===== config.mk =====
export PLATFORM = sky130hd
export DESIGN_NAME = bounded_deque_ring_core
export DESIGN_NICKNAME = d
export VERILOG_FILES = /design/src/design/bdr_pkg.sv /design/src/design/bdr_cell.sv /design/src/design/bdr_tail_pick.sv /design/src/design/bounded_deque_ring_core.sv
export SDC_FILE = /design/constraint.sdc
export NUM_CORES = 2
export LEC_CHECK = 0
export ABC_AREA = 1
export BUFFER_PORTS_ARGS = -buffer_cell sky130_fd_sc_hd__buf_4
export CORE_MARGIN = 2
export CORE_UTILIZATION = 30
export DETAILED_ROUTE_END_ITERATION = 7
export HOLD_SLACK_MARGIN = 0.12
export MAX_ROUTING_LAYER = met4
export PLACE_DENSITY_LB_ADDON = 0.2
export SYNTH_ARGS = -nofsm -noshare
export SYNTH_HDL_FRONTEND = slang
export SYNTH_SLANG_ARGS = --single-unit

===== constraint.sdc =====
create_clock -name i_clk -period 5.8 [get_ports i_clk]
set_clock_uncertainty 0.05 [all_clocks]
set_input_delay 0.29 -clock i_clk [delete_from_list [all_inputs] [get_ports i_clk]]
set_output_delay 0.29 -clock i_clk [all_outputs]
set_load 0.02 [all_outputs]

===== src/design/bdr_pkg.sv =====
// shared constants, codes and helpers for the bounded deque ring
package bdr_pkg;

    localparam int DEPTH      = 16;
    localparam int DATA_WIDTH = 32;
    localparam int CNT_W      = $clog2(DEPTH + 1);

    localparam logic [1:0] CMD_PUSH_FRONT = 2'd0;
    localparam logic [1:0] CMD_PUSH_BACK  = 2'd1;
    localparam logic [1:0] CMD_POP_FRONT  = 2'd2;
    localparam logic [1:0] CMD_POP_BACK   = 2'd3;

    localparam logic [1:0] ST_OK        = 2'd0;
    localparam logic [1:0] ST_UNDERFLOW = 2'd1;
    localparam logic [1:0] ST_OVERFLOW  = 2'd2;

    typedef logic [DATA_WIDTH-1:0] t_word;

    // one strobe per command, already qualified by the full/empty checks
    typedef struct packed {
        logic put_front;
        logic put_back;
        logic take_front;
        logic take_back;
    } t_cell_ctl;

    // sign-extend a stored word and keep the low 32 bits
    function automatic logic [31:0] widen(t_word d);
        logic signed [DATA_WIDTH-1:0] s;
        logic [63:0]                  w;
        s = d;
        w = 64'(s);
        return w[31:0];
    endfunction

endpackage


===== src/design/bdr_cell.sv =====
// one storage cell of the deque chain: a word and its valid bit
module bdr_cell
    import bdr_pkg::*;
(
    input  logic      i_clk,
    input  logic      i_rst_n,
    input  t_cell_ctl i_ctl,
    input  t_word     i_word,
    input  t_word     i_left_data,
    input  logic      i_left_valid,
    input  t_word     i_right_data,
    input  logic      i_right_valid,
    output t_word     o_data,
    output logic      o_valid,
    output t_word     o_nxt_data,
    output logic      o_nxt_valid
);

    t_word r_data;
    logic  r_valid;
    t_word n_data;
    logic  n_valid;

    always_comb begin
        n_data  = r_data;
        n_valid = r_valid;
        if (i_ctl.put_front) begin
            n_data  = i_left_data;
            n_valid = i_left_valid;
        end else if (i_ctl.take_front) begin
            n_data  = i_right_data;
            n_valid = i_right_valid;
        end else if (i_ctl.put_back) begin
            // first free cell takes the word
            if (!r_valid && i_left_valid) begin
                n_data  = i_word;
                n_valid = 1'b1;
            end
        end else if (i_ctl.take_back) begin
            // last occupied cell lets go
            if (r_valid && !i_right_valid) begin
                n_valid = 1'b0;
            end
        end
    end

    always_ff @(posedge i_clk) begin
        if (!i_rst_n) begin
            r_valid <= 1'b0;
        end else begin
            r_valid <= n_valid;
        end
    end

    always_ff @(posedge i_clk) begin
        r_data <= n_data;
    end

    assign o_data      = r_data;
    assign o_valid     = r_valid;
    assign o_nxt_data  = n_data;
    assign o_nxt_valid = n_valid;

endmodule


===== src/design/bdr_tail_pick.sv =====
// selects the word of the last occupied cell in the chain
module bdr_tail_pick
    import bdr_pkg::*;
(
    input  logic [DEPTH-1:0] i_valid,
    input  t_word            i_data [DEPTH],
    output t_word            o_data
);

    logic [DEPTH:0]   w_valid_ext;
    logic [DEPTH-1:0] w_last;

    assign w_valid_ext = {1'b0, i_valid};

    always_comb begin
        o_data = '0;
        for (int i = 0; i < DEPTH; i++) begin
            w_last[i] = w_valid_ext[i] & ~w_valid_ext[i+1];
            o_data    = o_data | (i_data[i] & {DATA_WIDTH{w_last[i]}});
        end
    end

endmodule


===== src/design/bounded_deque_ring_core.sv =====
// top level: deque held in a chain of cells with a registered result stage
// the result is registered and appears in the cycle after its item is taken
// throughput: one item per cycle while the result stage is not held; every cell
//   updates from its neighbours in the same cycle, so that update sets the rate
// reset (synchronous, active low): cell valid bits, fill count and result
//   valid are cleared; cell words are not cleared and are never read unwritten
module bounded_deque_ring_core
    import bdr_pkg::*;
(
    input  logic        i_clk,
    input  logic        i_rst_n,
    input  logic        i_in_valid,
    output logic        o_in_stall,
    input  logic [1:0]  i_command,
    input  logic [31:0] i_value,
    output logic        o_out_valid,
    input  logic        i_out_stall,
    output logic [1:0]  o_status,
    output logic [31:0] o_popped_value,
    output logic [31:0] o_front_value,
    output logic [31:0] o_back_value,
    output logic        o_is_empty,
    output logic [4:0]  o_fill_count
);

    // input handshake: take an item whenever the result stage is free or draining
    logic w_accept;
    assign o_in_stall = o_out_valid & i_out_stall;
    assign w_accept   = i_in_valid & ~o_in_stall;

    // incoming word, cut to the stored width
    logic signed [31:0] w_value_s;
    logic [63:0]        w_value64;
    t_word              w_word;
    assign w_value_s = i_value;
    assign w_value64 = 64'(w_value_s);
    assign w_word    = w_value64[DATA_WIDTH-1:0];

    // fill count and full/empty checks
    logic [CNT_W-1:0] r_count;
    logic [CNT_W-1:0] n_count;
    logic             w_full;
    logic             w_empty;
    logic             w_is_push;
    logic [1:0]       w_status;
    t_cell_ctl        w_ctl;

    assign w_full    = (r_count == CNT_W'(DEPTH));
    assign w_empty   = (r_count == '0);
    assign w_is_push = (i_command == CMD_PUSH_FRONT) || (i_command == CMD_PUSH_BACK);

    always_comb begin
        w_ctl    = '0;
        w_status = ST_OK;
        n_count  = r_count;
        if (w_is_push) begin
            if (w_full) begin
                w_status = ST_OVERFLOW;
            end else begin
                n_count = r_count + 1'b1;
            end
        end else begin
            if (w_empty) begin
                w_status = ST_UNDERFLOW;
            end else begin
                n_count = r_count - 1'b1;
            end
        end
        // only a good command moves the chain
        if (w_accept && (w_status == ST_OK)) begin
            case (i_command)
                CMD_PUSH_FRONT: w_ctl.put_front  = 1'b1;
                CMD_PUSH_BACK:  w_ctl.put_back   = 1'b1;
                CMD_POP_FRONT:  w_ctl.take_front = 1'b1;
                CMD_POP_BACK:   w_ctl.take_back  = 1'b1;
                default:        w_ctl            = '0;
            endcase
        end
    end

    always_ff @(posedge i_clk) begin
        if (!i_rst_n) begin
            r_count <= '0;
        end else if (w_accept) begin
            r_count <= n_count;
        end
    end

    // chain of cells, front at cell 0; words shift one place on front push/pop
    t_word            w_data     [DEPTH];
    t_word            w_nxt_data [DEPTH];
    logic [DEPTH-1:0] w_valid;
    logic [DEPTH-1:0] w_nxt_valid;

    for (genvar g = 0; g < DEPTH; g++) begin : g_cell
        t_word w_left_data;
        logic  w_left_valid;
        t_word w_right_data;
        logic  w_right_valid;

        if (g == 0) begin : g_first
            // a front push feeds the new word in here
            assign w_left_data  = w_word;
            assign w_left_valid = 1'b1;
        end else begin : g_mid_left
            assign w_left_data  = w_data[g-1];
            assign w_left_valid = w_valid[g-1];
        end

        if (g == DEPTH - 1) begin : g_last
            assign w_right_data  = w_word;
            assign w_right_valid = 1'b0;
        end else begin : g_mid_right
            assign w_right_data  = w_data[g+1];
            assign w_right_valid = w_valid[g+1];
        end

        bdr_cell u_cell (
            .i_clk         (i_clk),
            .i_rst_n       (i_rst_n),
            .i_ctl         (w_ctl),
            .i_word        (w_word),
            .i_left_data   (w_left_data),
            .i_left_valid  (w_left_valid),
            .i_right_data  (w_right_data),
            .i_right_valid (w_right_valid),
            .o_data        (w_data[g]),
            .o_valid       (w_valid[g]),
            .o_nxt_data    (w_nxt_data[g]),
            .o_nxt_valid   (w_nxt_valid[g])
        );
    end

    // back word before the step (for a back pop) and after it (for the result)
    t_word w_tail_now;
    t_word w_tail_nxt;

    bdr_tail_pick u_tail_now (
        .i_valid (w_valid),
        .i_data  (w_data),
        .o_data  (w_tail_now)
    );

    bdr_tail_pick u_tail_nxt (
        .i_valid (w_nxt_valid),
        .i_data  (w_nxt_data),
        .o_data  (w_tail_nxt)
    );

    // result fields
    logic [31:0] w_popped;
    logic        w_nxt_empty;

    always_comb begin
        w_popped = '0;
        if (w_status == ST_OK) begin
            if (i_command == CMD_POP_FRONT) begin
                w_popped = widen(w_data[0]);
            end else if (i_command == CMD_POP_BACK) begin
                w_popped = widen(w_tail_now);
            end
        end
    end

    assign w_nxt_empty = (n_count == '0);

    // result register, loaded on every accepted item
    logic        r_out_valid;
    logic [1:0]  r_status;
    logic [31:0] r_popped;
    logic [31:0] r_front;
    logic [31:0] r_back;
    logic        r_empty;
    logic [4:0]  r_fill;

    always_ff @(posedge i_clk) begin
        if (!i_rst_n) begin
            r_out_valid <= 1'b0;
        end else begin
            r_out_valid <= w_accept | (r_out_valid & i_out_stall);
        end
    end

    always_ff @(posedge i_clk) begin
        if (w_accept) begin
            r_status <= w_status;
            r_popped <= w_popped;
            r_front  <= w_nxt_empty ? '1 : widen(w_nxt_data[0]);
            r_back   <= w_nxt_empty ? '1 : widen(w_tail_nxt);
            r_empty  <= w_nxt_empty;
            r_fill   <= 5'(n_count);
        end
    end

    assign o_out_valid    = r_out_valid;
    assign o_status       = r_status;
    assign o_popped_value = r_popped;
    assign o_front_value  = r_front;
    assign o_back_value   = r_back;
    assign o_is_empty     = r_empty;
    assign o_fill_count   = r_fill;

    // checks
    a_count_matches_cells: assert property (@(posedge i_clk) disable iff (!i_rst_n)
        $countones(w_valid) == int'(r_count))
        else $error("fill count disagrees with occupied cells");

    a_cells_packed_at_front: assert property (@(posedge i_clk) disable iff (!i_rst_n)
        ((w_valid + 1'b1) & w_valid) == '0)
        else $error("occupied cells are not contiguous from the front");

    a_empty_flag: assert property (@(posedge i_clk) disable iff (!i_rst_n)
        o_out_valid |-> (o_is_empty == (o_fill_count == 5'd0)))
        else $error("empty flag disagrees with fill count");

    a_stall_holds_result: assert property (@(posedge i_clk) disable iff (!i_rst_n)
        (o_out_valid && i_out_stall) |=> (o_out_valid && $stable(o_status)
            && $stable(o_fill_count)))
        else $error("held item changed");

endmodule

Yosys cells after proc, flatten, opt, wreduce, memory -nomap -nowiden
Cells that the tools add are included.
- add/subtract/negate cells: 2
- equal/unequal tests: 4
- muxes and demuxes: 171
- bitwise logic cells: 126
- reductions and logical operators: 36
- operators with widths (operator ; count):
    two-way mux 32 bit ; 66
    AND 32 bit ; 32
    OR 32 bit ; 30
    two-way mux 1 bit ; 99
    AND 1 bit ; 32
    inverter 1 bit ; 31
    logical AND 1 bit ; 16
    logical NOT 1 bit ; 15
    two-way mux 5 bit ; 3
    logical NOT 5 bit ; 2
    adder 5 x 1 -> 5 bit (second input constant) ; 1
    equality test 5 bit (second input constant) ; 1
    subtractor 5 x 1 -> 5 bit (second input constant) ; 1
    equality test 2 bit (second input constant) ; 2
    logical NOT 2 bit ; 2
    two-way mux 2 bit ; 2
    two-way mux 4 bit ; 1
    equality test 2 x 1 -> 1 bit (second input constant) ; 1
    logical OR 1 bit ; 1
    OR 1 bit ; 1
- flip-flop bits (word level): 638
- input port bits: 38
- output and inout bits: 106
- logic and storage cells: 379

Depth between registers and ports, before layout
- depth after elaboration: 28
- depth in mapped cells: 19
- mapped depth without buffers: 17

Hierarchy
A second synthesis with hierarchy kept.
- cells, all modules: 8526
- area, all modules: 50425.9 um^2
- modules (own cells, without submodules) (module ; times used ; cells an instance ; area each (um^2) ; sequential area each (um^2)):
    bdr_cell ; 16 ; 333 ; 2010.7 ; 660.6
    bdr_tail_pick ; 2 ; 1371 ; 6662.6 ; 0.0
    bounded_deque_ring_core ; 1 ; 456 ; 4929.7 ; 3243.1

Worst setup path before layout
Ideal clock, no wire load.
- kind: register to register
- from: reg r_out_valid, in the netlist o_out_valid
- to: reg r_back[3], in the netlist o_back_value[3], data pin
- library setup time: 0.254 ns
- arrival: 4.836 ns
- data required time: 5.496 ns
- setup slack: 0.659 ns
- cell stages (with the launch flop): 13
- buffers on the path: 2
- period minus slack after synthesis: 5.141 ns
- cell sequence: dfxtp_1 a21oi_4 clkbuf_1 nand4_1 nand3_1 a21boi_2 buf_2 nand3_1 nand2_1 inv_2 nand2_1 nor2_1 nand2_1
- word-level cells in the longest chain between the ends: 27
- elaborated cells on any way between the ends: 178
- classes of those cells: mux (113); bitwise (64); reduce/logical (1)
- ends and longest elaborated chain (what ; line ; text):
    from (decl) ; bounded_deque_ring_core.sv:168 ; logic r_out_valid;
    from (signal assigned) ; bounded_deque_ring_core.sv:180 ; r_out_valid <= w_accept | (r_out_valid & i_out_stall);
    AND 1 bit (*) ; bounded_deque_ring_core.sv:28 ; assign o_in_stall = o_out_valid & i_out_stall;
    inverter 1 bit (*) ; bounded_deque_ring_core.sv:29 ; assign w_accept = i_in_valid & ~o_in_stall;
    AND 1 bit (*) ; bounded_deque_ring_core.sv:29 ;
    via w_accept ; bounded_deque_ring_core.sv:27 ; logic w_accept;
    logical AND 1 bit (*) ; bounded_deque_ring_core.sv:70 ; if (w_accept && (w_status == ST_OK)) begin
    two-way mux 4 bit (*) ; bounded_deque_ring_core.sv:70 ;
    two-way mux 1 bit ; bdr_cell.sv:39 ; end else if (i_ctl.take_back) begin
    two-way mux 1 bit ; bdr_cell.sv:33 ; end else if (i_ctl.put_back) begin
    two-way mux 1 bit ; bdr_cell.sv:30 ; end else if (i_ctl.take_front) begin
    two-way mux 1 bit ; bdr_cell.sv:27 ; if (i_ctl.put_front) begin
    inverter 1 bit ; bdr_tail_pick.sv:18 ; w_last[i] = w_valid_ext[i] & ~w_valid_ext[i+1];
    AND 1 bit ; bdr_tail_pick.sv:18 ;
    AND 32 bit ; bdr_tail_pick.sv:19 ; o_data = o_data | (i_data[i] & {DATA_WIDTH{w_last[i]}});
    OR 32 bit (14 in a row) ; bdr_tail_pick.sv:19 ;
    OR 32 bit (*) ; bdr_tail_pick.sv:19 ;
    to (signal assigned) ; bounded_deque_ring_core.sv:189 ; r_back <= w_nxt_empty ? '1 : widen(w_tail_nxt);
    to (decl) ; bounded_deque_ring_core.sv:172 ; logic [31:0] r_back;
The timed path passes the listed nets; every way through them passes the cells marked *.
A chain may end at the register's enable or synchronous reset.

Worst setup path in the final report
- from: reg r_out_valid, in the netlist o_out_valid
- to: reg r_back[2], in the netlist o_back_value[2], data pin
- word-level cells in the longest chain between the ends: 27
- elaborated cells on any way between the ends: 178
- classes of those cells: mux (113); bitwise (64); reduce/logical (1)
- ends and longest elaborated chain (what ; line):
    AND 1 bit (*) ; bounded_deque_ring_core.sv:28
    inverter 1 bit (*) ; bounded_deque_ring_core.sv:29
    AND 1 bit (*) ; bounded_deque_ring_core.sv:29
    logical AND 1 bit (*) ; bounded_deque_ring_core.sv:70
    two-way mux 4 bit (*) ; bounded_deque_ring_core.sv:70
    two-way mux 1 bit ; bdr_cell.sv:39
    two-way mux 1 bit ; bdr_cell.sv:33
    two-way mux 1 bit ; bdr_cell.sv:30
    two-way mux 1 bit ; bdr_cell.sv:27
    inverter 1 bit ; bdr_tail_pick.sv:18
    AND 1 bit ; bdr_tail_pick.sv:18
    AND 32 bit ; bdr_tail_pick.sv:19
    OR 32 bit (14 in a row) ; bdr_tail_pick.sv:19
    OR 32 bit (*) ; bdr_tail_pick.sv:19
Every way passes the cells marked *; elsewhere a longest branch is shown, timed or not.

==> results_dict.tcl <==
set metrics [dict create \
    yosys_warnings 0 \
    die_y_um 390 \
    power-per-cell-area_nw_per_um2 460 \
    via_count 53971 \
    ys_top_cells_by_area "nand2_1 (24%), dfxtp_1 (24%), o21ai_0 (10%)" \
    ys_ff_latch 638 \
    yosysUniqueCellTypes 47 \
    reg2reg_from "o_out_valid" \
    syn_area_um2 44700 \
    place.gp.congestion 0.915 \
    h-tree-depth 3 \
    dpl.cell_count 9336 \
    cts_resized 0 \
    start_util 0.302 \
    setup_violations 0 \
    slew_headroom 0.0535 \
    hp-class "in -> reg" \
    post_cts_buffers 0 \
    grt_pass1_wl_mm 342 \
    slowest_delay_ns 0.82 \
    post-route-period-util 0.794 \
    clk_pin_slew_ns 0.06 \
    cts_tree "yes" \
    clockBufferDepth 3 \
    nFillCells 16321 \
    die_w_um 390 \
    die_area_um2 152000 \
    ios 144 \
    min_from "i_command[1]" \
    wire_per_inst_um 25.2 \
    nets 7568 \
    whs_ns 0.178 \
    rsz0062_at_grt "no" \
    layout_min_cycle_time_ns 4.60 \
    slew_viol_final 0 \
    ir_worst_vdd_mv 0.233 \
    placementRows 141 \
    dr.pass1.iters 8 \
    drv_cap 0 \
    root_buffer "clkbuf_16" \
    drc 1 \
    crit_path_cell_trace "a21oi_4 -> buf_4 -> buf_4 -> nand4_1 -> nand3_1 -> nand2_1 -> nand2_2 -> buf_4 -> nand3_1 -> nand2_1 -> inv_1 -> nand2_1 -> nor2_1 -> nand2_1" \
    worst_pin_slew_ns 1.42 \
    grt_overflow 0 \
    synth_fp_nets 7727 \
    cp.required_ns 6.30 \
    port_buffers 143 \
    drt-total-wl_mm 240 \
    start_kind "flip-flop" \
    syn_inst 7686 \
    violations "design-rule violations" \
    leakage_nw 25.1 \
    core_region_area_um2 148000 \
    setup.worst_path.class "reg -> reg" \
    crit_arrival_ns 5.10 \
    dp_hpwl_mm 143 \
    initialDrtViolationCount 7350 \
    drive_gt1_frac 0.0733 \
    crit_path_frequent_cell "nand2_1" \
    status "finished with violations" \
    path_max_fanout 43 \
    end_kind "flip-flop" \
    insertion_delay_ns 0.70 \
    startpoint "o_out_valid" \
    place_area_um2 47500 \
    hold_violations 0 \
    antenna_found_initial 17 \
    grt_max_degree 157 \
    finalSetupTns_ns 0 \
    track_usage 0.312 \
    vias_per_cell 5.66 \
    synth_top_area_cell "nand2_1" \
    drtAntennaViolNets 0 \
    ys_seq_area_frac 0.309 \
    area_growth_pct 13.3 \
    syn-mean-instance-area_um2 5.82 \
    first_global_vias 48414 \
    yosys.area.top_type_share 0.241 \
    slowest_stage "buf_4" \
    cts_sinks 638 \
    clock.fmax_mhz 217 \
    setup_slack_ns 1.20 \
    cts_buffers 82 \
    fin_cells 9535 \
    dp_slack_ns 1.42 \
    final_area_um2 50600 \
]
==> layout by cell type (no fill, tap or decap), drive strengths merged <==
master	n
nor3	2
clkinvlp	3
a21boi	5
buf	287
xor2	5
xnor2	1
clkbuf	130
a21o	1
nand4	43
clkinv	52
nand3	679
o21bai	4
o2111ai	7
dlygate4sd3	37
o211ai	36
or2	27
nand2	2879
a32oi	1
a221oi	63
a31o	9
edfxtp	104
diode	10
dfxtp	534
bufinv	5
nor2	238
ha	3
inv	834
o221ai	6
o21ai	918
a211oi	1
a21oi	461
o31ai	4
nor4	14
o22ai	170
and2	32
==> stage by stage <==
stage / utilization / power, mW
detailed placement: 0.321 / 17.5
CTS: 0.342 / 23.0
floorplan: - / 14.2
global placement: 0.321 / 17.4
finish: 0.342 / 23.3
global route: 0.342 / 24.8
==> cells in the mapped netlist, drive strengths merged <==
library cell,n
or2,27
ha,3
a21boi,5
a211oi,1
xor2,5
clkinv,38
dfxtp,534
o2111ai,7
nor4,14
o211ai,36
o21ai,918
a221oi,63
nor2,238
inv,834
and2,32
clkbuf,296
o22ai,170
nand2,2879
a21o,1
a21oi,461
nand4,43
o21bai,4
xnor2,1
a32oi,1
nand3,679
o221ai,6
nor3,2
a31o,9
o31ai,4
edfxtp,104
buf,271
==> power breakdown <==
part	internal (mW)	switching (mW)
registers	6.45	1.27
clock network	3.18	2.31
logic	3.17	6.89
==> cells by family after synthesis <==
family	share of synthesized area
flip-flops	0.309
adder cells (fa/ha/maj)	0.000840
AO/OA/AOI/OAI	0.205
buffers and inverters	0.128
AND/OR/NAND/NOR	0.357
XOR/XNOR	0.00118
==> path summary, 6_finish.rpt <==
check / endpoint / slack (ns) / depth (start not counted)
worst max register to register: o_back_value[2] / 1.20 / 14
worst max-delay path: o_back_value[2] / 1.20 / 14
worst min register to register: g_cell[10].u_cell.o_data[27] / 0.50 / 2
worst min-delay path: o_fill_count[3] / 0.18 / 2
==> metal layers <==
metal | wire length (µm) | up-vias | GRT usage | share of wire
met5 | 0 | - | - | 0
li1 | - | 24490 | - | -
met4 | 11600 | 0 | 0.137 | 0.048
met3 | 29200 | 664 | 0.0708 | 0.12
met2 | 101000 | 3659 | 0.455 | 0.42
met1 | 98100 | 25158 | 0.411 | 0.41
==> worst max-delay path: cells and delay by family, from the launching register on <==
kind,cells,cell delay (ns)
AOI/OAI and AO/OA,1,0.41
buffers and inverters,4,1.86
DFF,1,0.34
and+or+nand+nor,9,1.70
==> registers in the layout, indices dropped and copies added, names as in the netlist <==
register and flops:
g_cell.u_cell.o_data 512, g_cell.u_cell.o_valid 16, o_back_value 32, o_fill_count 5
o_front_value 32, o_is_empty 1, o_out_valid 1, o_popped_value 32
o_status 2, r_count 5
==> timing repair <==
item | in CTS | in global routing
endpoints found under the setup margin | 0 | 0
endpoints found under the hold margin | 313 | 0
hold buffers | 37 | 0
==> final cells by class <==
| class | count | area (µm²) | area share |
|---|---|---|---|
| clock buffers | 130 | 2510 | 0.0495 |
| inverters | 872 | 3300 | 0.0651 |
| diodes | 10 | 25.0 | 0.000494 |
| multi-input cells | 5609 | 25500 | 0.503 |
| clock inverters | 22 | 253 | 0.00499 |
| flip-flops and latches | 638 | 13800 | 0.273 |
| well taps | 1930 | 2410 | 0.0477 |
| repair buffers | 324 | 2840 | 0.0560 |
Power figures use the tool's default switching activity.
